==> src/sv/wpdb_pkg.sv <==
// Shared types and constants of the wildcard priority driver binder.
package wpdb_pkg;

    localparam logic [2:0] OP_CLEAR   = 3'd0;
    localparam logic [2:0] OP_ADD_DEV = 3'd1;
    localparam logic [2:0] OP_ADD_DRV = 3'd2;
    localparam logic [2:0] OP_ADD_RUL = 3'd3;
    localparam logic [2:0] OP_BIND    = 3'd4;
    localparam logic [2:0] OP_UNBIND  = 3'd5;
    localparam logic [2:0] OP_SCAN    = 3'd6;
    localparam logic [2:0] OP_COLLECT = 3'd7;

    localparam logic [1:0] ST_AVAILABLE = 2'd0;
    localparam logic [1:0] ST_BOUND     = 2'd1;
    localparam logic [1:0] ST_GARBAGE   = 2'd2;
    localparam logic [1:0] ST_UNUSED    = 2'd3;

    localparam logic [1:0] RS_OK      = 2'd0;
    localparam logic [1:0] RS_REJECT  = 2'd1;
    localparam logic [1:0] RS_NOMATCH = 2'd2;

    typedef struct packed {
        logic [2:0]  op;
        logic [63:0] key;
        logic [7:0]  prio;
        logic [3:0]  slot;
        logic        builtin;
        logic        removable;
    } t_req;

    // controller to datapath
    typedef struct packed {
        logic load;     // capture request, do the ops other than the bind walk
        logic rd_dev;   // clear walk state ahead of the bind walk
        logic walk;     // advance bind walk by one rule or skipped driver
        logic first;    // first rule read of the walk
        logic finish;   // commit bind result
    } t_cmd;

    // datapath to controller
    typedef struct packed {
        logic is_bind;
        logic walk_done;
    } t_sts;

    function automatic logic key_match(input logic [63:0] d, input logic [63:0] r);
        logic ok;
        ok = (d[63:56] == r[63:56]);
        ok &= (r[55:40] == 16'hffff) || (r[55:40] == d[55:40]);
        ok &= (r[39:24] == 16'hffff) || (r[39:24] == d[39:24]);
        ok &= (r[23:16] == 8'hff) || (r[23:16] == d[23:16]);
        ok &= (r[15:8] == 8'hff) || (r[15:8] == d[15:8]);
        ok &= (r[7:0] == 8'hff) || (r[7:0] == d[7:0]);
        return ok;
    endfunction

endpackage

==> src/sv/wpdb_ctrl.sv <==
// Request sequencer of the binder.
module wpdb_ctrl (
    input  logic           i_clk,
    input  logic           i_rst_n,
    input  logic           i_in_valid,
    output logic           o_in_ready,
    output logic           o_res_valid,
    input  logic           i_res_ready,
    input  wpdb_pkg::t_sts i_sts,
    output wpdb_pkg::t_cmd o_cmd
);
    typedef enum logic [4:0] {
        S_IDLE = 5'b00001,
        S_DEV  = 5'b00010,
        S_WALK = 5'b00100,
        S_FIN  = 5'b01000,
        S_OUT  = 5'b10000
    } t_state;

    t_state r_state, n_state;
    logic   r_first, n_first;

    always_comb begin
        n_state = r_state;
        n_first = r_first;
        o_cmd   = '0;
        unique case (r_state)
            S_IDLE: begin
                if (i_in_valid) begin
                    o_cmd.load = 1'b1;
                    n_state = S_OUT;
                end
            end
            S_OUT: begin
                if (i_sts.is_bind) begin
                    o_cmd.rd_dev = 1'b1;
                    n_state = S_DEV;
                end else if (i_res_ready) begin
                    n_state = S_IDLE;
                end
            end
            S_DEV: begin
                n_first = 1'b1;
                n_state = S_WALK;
            end
            S_WALK: begin
                o_cmd.walk  = 1'b1;
                o_cmd.first = r_first;
                n_first = 1'b0;
                if (i_sts.walk_done) begin
                    n_state = S_FIN;
                end
            end
            S_FIN: begin
                o_cmd.finish = 1'b1;
                n_state = S_OUT;
            end
            default: n_state = S_IDLE;
        endcase
    end

    // a bind request that finds its device passes through S_OUT twice; the first pass only starts the walk
    assign o_in_ready  = (r_state == S_IDLE);
    assign o_res_valid = (r_state == S_OUT) && !i_sts.is_bind;

    always_ff @(posedge i_clk) begin
        if (!i_rst_n) begin
            r_state <= S_IDLE;
            r_first <= 1'b0;
        end else begin
            r_state <= n_state;
            r_first <= n_first;
        end
    end
endmodule

==> config.mk <==
export PLATFORM = sky130hd
export DESIGN_NAME = wpdb_ctrl
export DESIGN_NICKNAME = d
export VERILOG_FILES = /design/src/sv/wpdb_pkg.sv /design/src/sv/wpdb_ctrl.sv
export SDC_FILE = /design/constraint.sdc
export NUM_CORES = 1
export LEC_CHECK = 0
export ABC_AREA = 1
export BUFFER_PORTS_ARGS = -buffer_cell sky130_fd_sc_hd__buf_4
export CAP_MARGIN = 20
export CORE_AREA = 2 2 39 41
export CTS_BUF_LIST = sky130_fd_sc_hd__clkbuf_16
export CTS_CLUSTER_DIAMETER = 100
export DETAILED_ROUTE_END_ITERATION = 16
export DIE_AREA = 0 0 41 43
export PLACE_DENSITY_LB_ADDON = 0.12
export SYNTH_ARGS = -nofsm -noshare
export SYNTH_HDL_FRONTEND = slang
export SYNTH_SLANG_ARGS = --single-unit
==> constraint.sdc <==
create_clock -name i_clk -period 1 [get_ports i_clk]
set_input_delay 0.15 -clock i_clk [delete_from_list [all_inputs] [get_ports i_clk]]
set_output_delay 0.15 -clock i_clk [all_outputs]
set_load 0.005 [all_outputs]
After elaboration in Yosys (flattened, before gate mapping)
Index checks and enable logic that the tools add are counted.
{"block": "word_totals", "wordCells": 26, "input_bits": 6, "output_inout_bits": 7, "register_bits": 6}
{"block": "classes", "n_eq_ne": 8, "reduce_logical": 4, "mux": 12}
{"op": "5-bit one-hot mux with 5 select lines", "n": 1}
{"op": "5-bit 2-to-1 mux", "n": 4}
{"op": "5-bit by 1-bit == test with 1-bit output (second input constant)", "n": 1}
{"op": "5-bit by 2-bit == test with 1-bit output (second input constant)", "n": 1}
{"op": "5-bit by 3-bit == test with 1-bit output (second input constant)", "n": 1}
{"op": "5-bit by 4-bit == test with 1-bit output (second input constant)", "n": 1}
{"op": "5-bit == test (second input constant)", "n": 1}
{"op": "1-bit 2-to-1 mux", "n": 5}
{"op": "2-bit inequality test (second input constant)", "n": 2}
{"op": "3-bit inequality test (second input constant)", "n": 1}
{"op": "3-bit AND reduction", "n": 1}
{"op": "2-bit 2-to-1 mux", "n": 1}
{"op": "1-bit one-hot mux with 2 select lines", "n": 1}
{"op": "2-bit nonzero test", "n": 1}
{"op": "1-bit logical AND", "n": 1}
{"op": "1-bit zero test", "n": 1}

Depth between registers and ports, before layout
{"block": "logic_depth", "word_depth": 3, "mapped_depth": 9, "depth_no_buf": 9}

Worst setup path after synthesis
Ideal clock, no wire load.
{"block": "synth_timing", "path_type": "reg-to-reg", "start": "reg r_state[3]", "end": "reg r_state[0]", "t_arrival_ns": 0.928, "path_stages_with_launch": 9, "path_buffers": 0, "path_slack_ns": -0.041, "setup_time_ns": 0.112, "cell_sequence": "dfxtp_1 -> nor2_4 -> nand2_4 -> nor2_4 -> nand2_4 -> nand2_4 -> nor2_2 -> nand2_1 -> nand2_1"}
{"block": "synth_via", "elab_chain_cells": 3}
{"item": "start, declared", "line_no": "wpdb_ctrl.sv:20", "rtl": "t_state r_state, n_state;"}
{"item": "start signal, assigned", "line_no": "wpdb_ctrl.sv:71", "rtl": "r_state <= n_state;"}
{"item": "5-bit by 1-bit == test with 1-bit output (*)"}
{"item": "via o_in_ready", "line_no": "wpdb_ctrl.sv:6", "rtl": "output logic o_in_ready,"}
{"item": "2-bit inequality test (no source line)"}
{"item": "3-bit AND reduction (no source line)"}
Mark *: on every way through the listed nets, which the timed path passes. The rest lies on a longest branch.
A chain may end at the register's enable or synchronous reset.

==> metrics <==
worst relative slew slack 85.9%; Area contributors post-synth dfxtp_1, inv_1, nand2_1; num rows 14; CTS Buffer Depth 2; I/O Buffers 12; n_diodes 0; setup TNS -2.20 ns; # H-tree levels 1; CP max stage cell dfxtp_2; layout cells sized above 1 roughly 62%; Commonest cells post-synth inv_1, nand2_1, dfxtp_1, nor2_1, nor2_2; TritonCTS clock tree built; Cell Chain, Critical Path nor2_4, nand3_4, nor2_2, buf_4; Synth Cell Area 404 µm²; CP Depth 4; WP data required 0.85 ns; Tot GR Track Use 11.9%; type of destination of the critical path primary output; Placed Instances 85; via count between 300 and 400; core box area around 1400 µm²; fmax 0.799 GHz; Hold Path Class in -> reg; net count after synthesis 63; Mean Syn Cell Area 7.09 µm²; Synth top area share 29.7%; initial antenna violation count 0; max-cap viol count 0; TritonCTS buffer count 3; R2R cell count 9; P&R area growth vs syn 67.2%; vias in the first global route approximately 370; CP peak stage delay 0.33 ns; Main synth FF type dfxtp_1; root buf cell clkbuf_16; WP data arrival approximately 1.1 ns; Skew-Pair Late Insertion Delay between 0.2 and 0.25 ns; CTS Hold Bufs 0; Peak VDD IR ~1100 µV; final antenna-violating net count 0; flop2flop setup slack -0.21 ns; grt total ovfl 0; violated checks setup timing; number of flops mapped to enable cells by yosys 0; clk_skew 0.00213 ns; Setup crit start kind flip-flop; DIE AREA 1760 µm²; Clock transition at path regs about 0.03 ns; status finished, violations left; Pwr Density 1880 nW/µm²; PnR worst setup slack -0.251 ns; register area share after synthesis 29.7%; Setup violations, final 12; most numerous cell in the Yosys netlist inv_1; Tcrit/Tclk final 125%; Starting DRT DRC Count 4; Chip Width 41 µm; height of the die 43 µm; post-synthesis cell type count 15; largest area contributor in the netlist dfxtp_1; Slew Viols, Final 0; Pre-Repair DR Iteration Count 2; Async S/R FF share, synth 0%; post-DR wirelength/cell 9.32 µm; Fin. Hold Viols 0; HPWL after DPL 687 µm; largest net degree at the start of global routing 7; synthesized instance count 57; fin nets 84; Slew @ Worst Pin 0.211 ns; Lkg Pwr approximately 0.00033 µW; CP max FO 6; clk sinks 6; Top delay family on crit path simple AND/OR/NAND/NOR gates; starting density of the core 29.2%; DRC violations left 0; YS warnings 0; RSZ-0062 raised after global routing true; Crit Path Category reg -> out; I/O pin total 13; Synth Register Bits 6; Vias/cell roughly 4.3; total wire length around 860 µm; depth of the worst hold-timing path 4; Final Non-Filler Cells 92; first-pass GRT wire length 1.39 mm; crit path time final about 1.3 ns; Final Wtd Congestion 0.775; crit path buf inv count 1
==> flip-flops by register name (all words and copies together), names as in the netlist <==
register  cells
r_state       5
r_first       1
==> placed cells by master, fill, tap and decap left out, types with 4 or more instances in the layout <==
cell type	instances
nor2_2	4
inv_2	5
nand2_1	10
nor2_1	4
inv_1	8
nor2_4	5
buf_4	15
==> worst register-to-register path: cells and delay by family (launching register included) <==
kind	cells	cell delay [ns]
buf+inv	1	0.11
flops	1	0.33
simple gates	8	0.66
==> routing by layer <==
| metal | GRT usage [%] | vias up | share of wire, % |
|---|---|---|---|
| li1 | - | 212 | - |
| met1 | 14.8 | 168 | 45 |
| met2 | 16.9 | 11 | 48 |
| met3 | 1.57 | 4 | 5.4 |
| met4 | 10.0 | 0 | 1.8 |
| met5 | 0 | - | 0 |
==> where the power goes <==
part / total, µW / switching [µW] / internal, µW
sequential: 282 / 21.1 / 261
clock: 635 / 123 / 512
combinational: 352 / 187 / 165
total: 1270 / 331 / 938
==> metrics by stage <==
| stage | util (%) | total power (µW) | hold WS [ns] | worst slack, ns | cell area, µm² |
|---|---|---|---|---|---|
| 2_1_floorplan | - | 482 | 0.295 | -0.0296 | 405 |
| 3_3_place_gp | 37.3 | 580 | 0.408 | -0.136 | 515 |
| 3_5_place_dp | 37.3 | 580 | 0.411 | -0.122 | 515 |
| 4_1_cts | 46.4 | 1250 | 0.176 | -0.236 | 642 |
| 5_1_grt | 48.8 | 1320 | 0.204 | -0.287 | 676 |
| 6_report | 48.8 | 1270 | 0.174 | -0.251 | 676 |
==> cell families (layout without fill, tap and decap cells) <==
logic type	Yosys count	after routing	share of synthesized area (%)
and+or+nand+nor	34	34	48.9
DFF	6	6	29.7
buffers and inverters	14	33	13.9
AOI/OAI and AO/OA	3	3	7.43
==> layout make-up <==
cell class	instances	area (µm²)
clock buffer	3	75.1
fill	147	708
inverter	13	48.8
multi-input combinational	37	269
sequential	6	128
tap	16	20.0
timing repair buffer	17	135
==> final timing paths <==
path | start | end
worst max register to register | r_state[0] | r_state[0]
worst min register to register | r_first | r_first
worst max-delay path | r_state[0] | o_cmd[1]
worst min-delay path | i_rst_n | r_state[0]
==> timing repair <==
| item | CTS | global route |
|---|---|---|
| buffers inserted | 3 | 1 |
| hold endpoints to repair | 0 | 0 |
| gates resized for setup | 11 | 8 |
| pin swaps | 7 | 7 |
| endpoints found under the setup margin | 12 | 12 |
(Power assumes the default switching activity.)
